**src/sv/srp_pkg.sv**
```systemverilog
// Package for the SOCKS5 request parser: beat types, phase encoding and protocol constants.
package srp_pkg;

  // Parser phases, one per field of the request, plus a done phase.
  typedef enum logic [2:0] {
    PH_VERSION = 3'd0,
    PH_CMD     = 3'd1,
    PH_RSV     = 3'd2,
    PH_ATYP    = 3'd3,
    PH_DNLEN   = 3'd4,
    PH_ADDR    = 3'd5,
    PH_PORT    = 3'd6,
    PH_DONE    = 3'd7
  } phase_e;

  typedef enum logic [1:0] {
    ST_BUSY  = 2'd0,
    ST_OK    = 2'd1,
    ST_ERROR = 2'd2
  } status_e;

  localparam logic [7:0] SocksVersion = 8'd5;
  localparam logic [7:0] CmdConnect   = 8'd1;
  localparam logic [7:0] RsvValue     = 8'h00;
  localparam logic [7:0] AtypV4       = 8'd1;
  localparam logic [7:0] AtypDomain   = 8'd3;
  localparam logic [7:0] AtypV6       = 8'd4;
  localparam logic [7:0] LenV4        = 8'd4;
  localparam logic [7:0] LenV6        = 8'd16;
  localparam logic [7:0] PortLen      = 8'd2;

  localparam logic [3:0] CodeOk      = 4'd0;
  localparam logic [3:0] CodeGeneral = 4'd1;
  localparam logic [3:0] CodeCommand = 4'd7;
  localparam logic [3:0] CodeAtyp    = 4'd8;

  typedef struct packed {
    logic [7:0] data_byte;
    logic       restart;
  } srp_in_t;

  typedef struct packed {
    logic [1:0]  status;
    logic [3:0]  reply_code;
    logic [7:0]  addr_type;
    logic        addr_valid;
    logic [7:0]  addr_index;
    logic [7:0]  addr_byte;
    logic [15:0] dest_port;
  } srp_out_t;

endpackage

```
**src/sv/socks5_request_parser.sv**
```systemverilog
// Top level of the SOCKS5 request parser: input register, parser and result register.
// A byte accepted into the input register is parsed when the result register is free, and its
// result beat is held in the result register until it is taken.
// Throughput: one byte per cycle while the result beat is not stalled; the block holds at most two beats, and the
// input stalls only while both registers are full and the result beat is stalled.
// Reset: rst_ni is asynchronous and active low; it empties both registers and
// returns the parser to the version phase with all counters cleared.
module socks5_request_parser (
  input  logic              clk_i,
  input  logic              rst_ni,
  input  logic              in_valid_i,
  output logic              in_stall_o,
  input  srp_pkg::srp_in_t  in_data_i,
  output logic              out_valid_o,
  input  logic              out_stall_i,
  output srp_pkg::srp_out_t out_data_o
);

  // Input register: holds one request byte waiting for the parser.
  logic              in_valid_q;
  srp_pkg::srp_in_t  in_q;
  // Result register: holds one finished result beat for the consumer.
  logic              out_valid_q;
  srp_pkg::srp_out_t out_q;

  srp_pkg::srp_out_t res;
  srp_pkg::phase_e   phase;
  logic              step;
  logic              in_free;

  // The parser consumes the held byte whenever the result register is empty
  // or its beat is being taken in this cycle.
  assign step    = in_valid_q && (!out_valid_q || !out_stall_i);
  assign in_free = !in_valid_q || step;

  assign in_stall_o  = !in_free;
  assign out_valid_o = out_valid_q;
  assign out_data_o  = out_q;

  always_ff @(posedge clk_i or negedge rst_ni) begin
    if (!rst_ni) begin
      in_valid_q <= 1'b0;
    end else if (in_free) begin
      in_valid_q <= in_valid_i;
    end
  end

  always_ff @(posedge clk_i) begin
    if (in_free && in_valid_i) begin
      in_q <= in_data_i;
    end
  end

  always_ff @(posedge clk_i or negedge rst_ni) begin
    if (!rst_ni) begin
      out_valid_q <= 1'b0;
    end else if (step) begin
      out_valid_q <= 1'b1;
    end else if (!out_stall_i) begin
      out_valid_q <= 1'b0;
    end
  end

  always_ff @(posedge clk_i) begin
    if (step) begin
      out_q <= res;
    end
  end

  // The parser state advances exactly once per byte that reaches the result register.
  srp_fsm u_fsm (
    .clk_i   (clk_i),
    .rst_ni  (rst_ni),
    .step_i  (step),
    .item_i  (in_q),
    .res_o   (res),
    .phase_o (phase)
  );

`ifndef SYNTH
  // A byte taken by the parser always lands in the result register.
  assert property (@(posedge clk_i) disable iff (!rst_ni) step |=> out_valid_q)
    else $error("parsed beat was not registered");

  // An error result always carries a nonzero reply code.
  assert property (@(posedge clk_i) disable iff (!rst_ni)
    (out_valid_q && out_q.status == srp_pkg::ST_ERROR) |-> (out_q.reply_code != srp_pkg::CodeOk))
    else $error("error beat without a reply code");

  // An address byte is never the last byte of a request, so status is still busy.
  assert property (@(posedge clk_i) disable iff (!rst_ni)
    (out_valid_q && out_q.addr_valid) |-> (out_q.status == srp_pkg::ST_BUSY))
    else $error("address byte with a final status");

  // Once finished, the parser stays finished until a restart arrives.
  assert property (@(posedge clk_i) disable iff (!rst_ni)
    (step && !in_q.restart && phase == srp_pkg::PH_DONE) |=> (phase == srp_pkg::PH_DONE))
    else $error("parser left the done phase without a restart");
`endif

endmodule

```
**src/sv/srp_fsm.sv**
```systemverilog
// Parser state registers and the per-byte next-state and result logic.
module srp_fsm (
  input  logic             clk_i,
  input  logic             rst_ni,
  input  logic             step_i,
  input  srp_pkg::srp_in_t item_i,
  output srp_pkg::srp_out_t res_o,
  output srp_pkg::phase_e  phase_o
);

  srp_pkg::phase_e phase_q, phase_d, phase_s;
  logic [3:0]  final_code_q, final_code_d, final_code_s;
  logic [7:0]  byte_count_q, byte_count_d, byte_count_s;
  logic [7:0]  addr_total_q, addr_total_d, addr_total_s;
  logic [15:0] port_acc_q, port_acc_d, port_acc_s;
  logic [7:0]  atyp_seen_q, atyp_seen_d, atyp_seen_s;
  logic [7:0]  count_inc;
  logic [7:0]  c;

  always_ff @(posedge clk_i or negedge rst_ni) begin
    if (!rst_ni) begin
      phase_q      <= srp_pkg::PH_VERSION;
      final_code_q <= srp_pkg::CodeOk;
      byte_count_q <= '0;
      addr_total_q <= '0;
      port_acc_q   <= '0;
      atyp_seen_q  <= '0;
    end else if (step_i) begin
      phase_q      <= phase_d;
      final_code_q <= final_code_d;
      byte_count_q <= byte_count_d;
      addr_total_q <= addr_total_d;
      port_acc_q   <= port_acc_d;
      atyp_seen_q  <= atyp_seen_d;
    end
  end

  always_comb begin
    c = item_i.data_byte;
    // A restart clears the state before the byte is looked at.
    if (item_i.restart) begin
      phase_s      = srp_pkg::PH_VERSION;
      final_code_s = srp_pkg::CodeOk;
      byte_count_s = '0;
      addr_total_s = '0;
      port_acc_s   = '0;
      atyp_seen_s  = '0;
    end else begin
      phase_s      = phase_q;
      final_code_s = final_code_q;
      byte_count_s = byte_count_q;
      addr_total_s = addr_total_q;
      port_acc_s   = port_acc_q;
      atyp_seen_s  = atyp_seen_q;
    end

    phase_d      = phase_s;
    final_code_d = final_code_s;
    byte_count_d = byte_count_s;
    addr_total_d = addr_total_s;
    port_acc_d   = port_acc_s;
    atyp_seen_d  = atyp_seen_s;
    count_inc    = byte_count_s + 8'd1;

    res_o            = '0;
    res_o.addr_valid = 1'b0;

    unique case (phase_s)
      srp_pkg::PH_VERSION: begin
        if (c == srp_pkg::SocksVersion) begin
          phase_d = srp_pkg::PH_CMD;
        end else begin
          phase_d      = srp_pkg::PH_DONE;
          final_code_d = srp_pkg::CodeGeneral;
        end
      end
      srp_pkg::PH_CMD: begin
        if (c == srp_pkg::CmdConnect) begin
          phase_d = srp_pkg::PH_RSV;
        end else begin
          phase_d      = srp_pkg::PH_DONE;
          final_code_d = srp_pkg::CodeCommand;
        end
      end
      srp_pkg::PH_RSV: begin
        if (c == srp_pkg::RsvValue) begin
          phase_d = srp_pkg::PH_ATYP;
        end else begin
          phase_d      = srp_pkg::PH_DONE;
          final_code_d = srp_pkg::CodeGeneral;
        end
      end
      srp_pkg::PH_ATYP: begin
        atyp_seen_d  = c;
        byte_count_d = '0;
        if (c == srp_pkg::AtypV4) begin
          addr_total_d = srp_pkg::LenV4;
          phase_d      = srp_pkg::PH_ADDR;
        end else if (c == srp_pkg::AtypV6) begin
          addr_total_d = srp_pkg::LenV6;
          phase_d      = srp_pkg::PH_ADDR;
        end else if (c == srp_pkg::AtypDomain) begin
          phase_d = srp_pkg::PH_DNLEN;
        end else begin
          phase_d      = srp_pkg::PH_DONE;
          final_code_d = srp_pkg::CodeAtyp;
        end
      end
      srp_pkg::PH_DNLEN: begin
        addr_total_d = c;
        byte_count_d = '0;
        // An empty domain name cannot be connected to.
        if (c == 8'd0) begin
          phase_d      = srp_pkg::PH_DONE;
          final_code_d = srp_pkg::CodeGeneral;
        end else begin
          phase_d = srp_pkg::PH_ADDR;
        end
      end
      srp_pkg::PH_ADDR: begin
        res_o.addr_valid = 1'b1;
        res_o.addr_index = byte_count_s;
        res_o.addr_byte  = c;
        if (count_inc == addr_total_s) begin
          byte_count_d = '0;
          phase_d      = srp_pkg::PH_PORT;
        end else begin
          byte_count_d = count_inc;
        end
      end
      srp_pkg::PH_PORT: begin
        port_acc_d = {port_acc_s[7:0], c};
        if (count_inc >= srp_pkg::PortLen) begin
          byte_count_d = '0;
          final_code_d = srp_pkg::CodeOk;
          phase_d      = srp_pkg::PH_DONE;
        end else begin
          byte_count_d = count_inc;
        end
      end
      srp_pkg::PH_DONE: begin
        // Finished: bytes are dropped until a restart.
      end
      default: begin
      end
    endcase

    if (phase_d == srp_pkg::PH_DONE) begin
      res_o.status     = (final_code_d == srp_pkg::CodeOk) ? srp_pkg::ST_OK : srp_pkg::ST_ERROR;
      res_o.reply_code = final_code_d;
    end else begin
      res_o.status     = srp_pkg::ST_BUSY;
      res_o.reply_code = srp_pkg::CodeOk;
    end
    res_o.addr_type = atyp_seen_d;
    res_o.dest_port = port_acc_d;
  end

  assign phase_o = phase_q;

endmodule
```
**config.mk**
```make
export PLATFORM = sky130hd
export DESIGN_NAME = socks5_request_parser
export DESIGN_NICKNAME = d
export VERILOG_FILES = /design/src/sv/srp_pkg.sv /design/src/sv/socks5_request_parser.sv /design/src/sv/srp_fsm.sv
export SDC_FILE = /design/constraint.sdc
export NUM_CORES = 1
export LEC_CHECK = 0
export BUFFER_PORTS_ARGS = -buffer_cell sky130_fd_sc_hd__buf_4
export CAP_MARGIN = 5
export CORE_AREA = 5 5 128 130
export CTS_BUF_LIST = sky130_fd_sc_hd__clkbuf_4 sky130_fd_sc_hd__clkbuf_8 sky130_fd_sc_hd__clkbuf_16
export DETAILED_ROUTE_END_ITERATION = 12
export DIE_AREA = 0 0 133 135
export GPL_TIMING_DRIVEN = 0
export HOLD_SLACK_MARGIN = 0.12
export PLACE_DENSITY = 0.64
export SKIP_CTS_REPAIR_TIMING = 1
export SLEW_MARGIN = 40
export SYNTH_ARGS = -nofsm -noshare
export SYNTH_HDL_FRONTEND = slang
export SYNTH_HIERARCHICAL = 1
export SYNTH_SLANG_ARGS = --single-unit
```
**constraint.sdc**
```tcl
create_clock -name clk_i -period 6.9 [get_ports clk_i]
set_input_delay 1.38 -clock clk_i [delete_from_list [all_inputs] [get_ports clk_i]]
set_output_delay 1.38 -clock clk_i [all_outputs]
set_load 0.02 [all_outputs]
```
After elaboration in Yosys (flattened, before gate mapping)
Index checks and enable logic that the tools add are counted.

storage, ports and cells
  register bits = 105

cells by class
  magnitude comparators = 1
  reductions and logical operators = 12
  eq/ne operators = 13
  multiplexer cells = 37
  add/subtract/negate cells = 1

operator list
  kind                                                  count
  two-way mux 8 bit                                     8
  two-way mux 4 bit                                     9
  two-way mux 16 bit                                    2
  two-way mux 3 bit                                     8
  case mux 4 bit (6 select lines)                       1
  case mux 8 bit (3 select lines)                       1
  case mux 3 bit (7 select lines)                       1
  two-way mux 17 bit                                    1
  equality test 8 x 3 -> 1 bit (second input constant)  2
  case mux 8 bit (2 select lines)                       1
  equality test 3 bit (second input constant)           4
  adder 8 x 1 -> 8 bit (second input constant)          1
  equality test 8 x 1 -> 1 bit (second input constant)  1
  equality test 8 x 2 -> 1 bit (second input constant)  1
  equality test 8 bit                                   1
  >= comparator 8 x 2 -> 1 bit (second input constant)  1
  logical NOT 8 bit                                     1
  equality test 3 x 2 -> 1 bit (second input constant)  2
  two-way mux 2 bit                                     3
  logical NOT 1 bit                                     4
  logical NOT 4 bit                                     1
  equality test 3 x 1 -> 1 bit (second input constant)  1
  logical NOT 3 bit                                     1
  logical AND 1 bit                                     2
  other kinds (4)                                       6

Logic depth before layout (Yosys ltp)
  depth in word-level cells = 7
  mapped depth = 10
  gate-level depth less buffers = 7

Cells and area by module
Netlist, hierarchy kept.

by module, submodules not included
  module                 sequential area each (um^2)  cells an instance  times used  area each (um^2)
  srp_fsm                1176.1                       431                1           3428.3
  socks5_request_parser  1731.7                       64                 1           1774.2

Worst setup path before layout
No wires, ideal clock.

  path kind = input to register
  start = input port out_stall_i
  end = register u_fsm.byte_count_q[4]
  stages = 4
  arrival = 6.370 ns
  required time = 6.779 ns
  buffers on the path = 0
  library setup time = 0.121 ns
  setup slack = 0.410 ns
  cells stage by stage = a21boi_0 -> o21ai_0 -> o21bai_1 -> a22o_1

between the ends
  cells in the longest elaborated chain, start to end = 3

ends and longest elaborated chain
  element               line                         source
  from (decl)           socks5_request_parser.sv:15  input logic out_stall_i,
  logical NOT 1 bit     --
  logical OR 1 bit      socks5_request_parser.sv:33  assign step = in_valid_q && (!out_valid_q || !out_stall_i);
  logical AND 1 bit     socks5_request_parser.sv:33
  to (signal assigned)  srp_fsm.sv:31                byte_count_q <= byte_count_d;
  to (decl)             srp_fsm.sv:13                logic [7:0] byte_count_q, byte_count_d, byte_count_s;

Every way passes these cells.
A chain may end at the register's enable or synchronous reset.

Worst setup path in the final report
  start = input port out_stall_i
  end = output port in_stall_o

between the ends
  cells in the longest elaborated chain, start to end = 5

ends and longest elaborated chain
  element            line                         source
  logical NOT 1 bit  --
  logical OR 1 bit   socks5_request_parser.sv:33
  logical AND 1 bit  socks5_request_parser.sv:33
  logical OR 1 bit   socks5_request_parser.sv:34  assign in_free = !in_valid_q || step;
  logical NOT 1 bit  socks5_request_parser.sv:36  assign in_stall_o = !in_free;
  to (decl)          socks5_request_parser.sv:12  output logic in_stall_o,

Every way passes these cells.

==> impl_metrics.json <==
{
  "status": "finished clean",
  "power_frac_seq_pct": 46.6,
  "grt_pass1_wl_um": 22600,
  "yosysUniqueCellTypes": 63,
  "setup_viol": 0,
  "total_power_mw": 1.72,
  "start_util_pct": 34.6,
  "fillers": 1445,
  "cp.required_ns": 5.52,
  "synth_cells": 495,
  "cp-start-kind": "input port",
  "arrival_ns": 1.78,
  "die_area_um2": 18000,
  "tns_ns": 0,
  "synth_area_per_cell_um2": 10.5,
  "hpwlAfterDp_um": 9990,
  "clkPwrFrac_pct": 30.0,
  "p_int_mw": 1.18,
  "drive_above_1_share_pct": 20.9,
  "drc": 0,
  "die_y_um": 135,
  "drt-met1-wl_um": 6310,
  "grt_pass1_vias": 4192,
  "hold_viol": 0,
  "maxSlewViolCount": 0,
  "leakagePower_nw": 2.56,
  "root_buffer": "clkbuf_16",
  "clkSlewWorstSetupHoldPaths_ns": 0.06,
  "drtAntennaViolNets": 0,
  "met2_length_um": 6600,
  "fmax_ghz": 0.317,
  "drt_first_pass_iters": 6,
  "num_vias": 4203,
  "p_sw_share_pct": 31.6,
  "clock_path_buffers": 2,
  "rsz0062_at_grt": "false",
  "multiInputGateArea_um2": 2110,
  "clkLatencyLatePin_ns": 0.36,
  "cts_tree": "yes",
  "seq_area_um2": 2910,
  "grt.overflow.total": 0,
  "grt_use_total_pct": 16.2,
  "powerDensity_nw_per_um2": 275,
  "antennaDiodeCount": 0,
  "grt_max_degree": 50,
  "wl_met3_um": 1120,
  "routedWlPerCell_um": 18.8,
  "maxCapViolations": 0,
  "wl_um": 14300,
  "yosysSeqAreaShare_pct": 55.9,
  "cts.sinks": 105,
  "end_kind": "output pin",
  "ioPinCount": 62,
  "dr.first_iter.drc_count": 322,
  "switchingPower_mw": 0.543,
  "worst_slew_pin_slew_ns": 0.666,
  "min_path_type": "flip-flop to flip-flop",
  "top_layer_used": "met4",
  "critical_path.max_fanout": 3,
  "finClkSkew_ns": 0.00677,
  "fin_crit_sh_pct": 45.8,
  "row_count": 45,
  "period_minus_slack_ns": 3.16,
  "synth_nets": 508,
  "syn_area_um2": 5200,
  "ir_worst_vdd_uv": 143,
  "area_growth_pct": 20.3,
  "die_x_um": 133,
  "antenna_found_initial": 0,
  "combPwrFrac_pct": 23.4,
  "slew_headroom_pct": 55.6,
  "async_reset_ff_share_pct": 46.7,
  "critPathKind": "input port to output pin",
  "globalplace.congestion": 0.894,
  "final_nets": 583,
  "yosysWarningCount": 6,
  "numCtsBuffers": 9,
  "vias_per_cell": 5.51,
  "synth_edf_count": 56,
  "port_buffers": 61,
  "ys.flop_type": "edfxtp_1",
  "core-area_um2": 15000,
  "htree_num_levels": 3,
  "synth_seq_cells": 105
}
[path summary, 6_finish.rpt]
path                            slack (ns)  cells past startpoint               endpoint                  from
max in group asynchronous             5.40                      1  u_fsm/byte_count_q[3]                rst_ni
worst min-delay path                  0.51                      1   u_fsm/port_acc_q[12]  u_fsm/port_acc_q[12]
min in group asynchronous             1.06                      1   u_fsm/atyp_seen_q[5]                rst_ni
worst max-delay path                  3.74                      4             in_stall_o           out_stall_i
worst min register to register        0.51                      1   u_fsm/port_acc_q[12]  u_fsm/port_acc_q[12]
worst max register to register        3.79                      7         out_data_o[46]               in_q[6]
[cells in the final DEF, fill, tap and decap left out, drive strengths merged, types with 8 or more instances in the layout]
cell type and n:
o211ai 12, dfrtp 49, a21oi 22, nor2 36, edfxtp 56, nor3 9, and3 16, inv 14
nor2b 12, buf 72, a31oi 12, a22o 9, o21ai 22, nor4 8, nand2 72, nand2b 9
mux2 17, clkbuf 39
[stage by stage]
stage	instances	instance area [µm²]	hold WS (ns)	setup WS (ns)	util, %
floorplan	495	5200	0.467	0.410	-
global placement	744	5900	0.479	-2.24	39.2
CTS	763	6250	0.512	3.74	41.6
finish	763	6260	0.506	3.74	41.6
detailed placement	747	5950	0.496	3.40	39.6
global route	763	6260	0.536	3.63	41.6
[layer usage]
layer / GRT usage (%) / vias up
met5: 0 / -
met4: 6.70 / 0
met3: 4.25 / 24
met2: 25.7 / 162
met1: 21.0 / 2053
li1: - / 1964
[critical path: stages]
cell,delay [ns]
buf_4,0.13
nand3_2,0.08
inv_1,0.04
buf_4,0.14
[cells by family (layout without fill, tap and decap cells)]
family,Yosys count,after routing,share of synthesized area [%]
xor gates and xnor gates,8,8,1.35
DFF,105,105,55.9
buffers and inverters,50,130,3.80
AOI/OAI and AO/OA,116,116,15.5
and+or+nand+nor,197,197,19.4
muxes,19,19,4.06
[flip-flops by register name (all words and copies together) (netlist names)]
name / cells
in_q: 9
in_valid_q: 1
out_data_o: 47
out_valid_o: 1
u_fsm/addr_total_q: 8
u_fsm/atyp_seen_q: 8
u_fsm/byte_count_q: 8
u_fsm/final_code_q: 4
u_fsm/phase_o: 3
u_fsm/port_acc_q: 16
[power groups by stage]
stage                     Sequential (mW)  Combinational, mW  Clock, mW
after detailed placement            0.811              0.397          0
after CTS                           0.799              0.398      0.532
after global placement              0.813              0.385          0
after floorplan                     0.830              0.231          0
after global routing                0.808              0.438      0.555
final                               0.801              0.402      0.515
[cell usage after synthesis, types with 5 or more instances]
cell type	instances	share of area [%]
nand2_1	72	5.2
edfxtp_1	56	32
dfrtp_1	49	24
nor2_1	36	2.6
clkbuf_1	28	2.0
a21oi_1	22	2.1
o21ai_0	22	2.1
mux2_2	17	3.7
and3_1	16	1.9
inv_1	13	0.94
a31oi_1	12	1.4
nor2b_1	12	1.4
o211ai_1	12	1.7
a22o_1	9	1.5
nand2b_1	9	1.1
nor3_1	9	0.87
buf_2	7	0.67
nor4_1	7	0.84
xnor2_1	6	1.0
nand3_1	5	0.48
[final cells by class]
cell class | instances | area share, %
flip-flops and latches | 105 | 46.5
multi-input cells | 340 | 33.8
repair buffers | 64 | 8.04
well taps | 188 | 3.76
clock buffers | 10 | 3.72
plain buffers | 37 | 2.38
clock inverters | 6 | 1.08
inverters | 13 | 0.780
No activity file was read; power rests on OpenSTA's default activity.
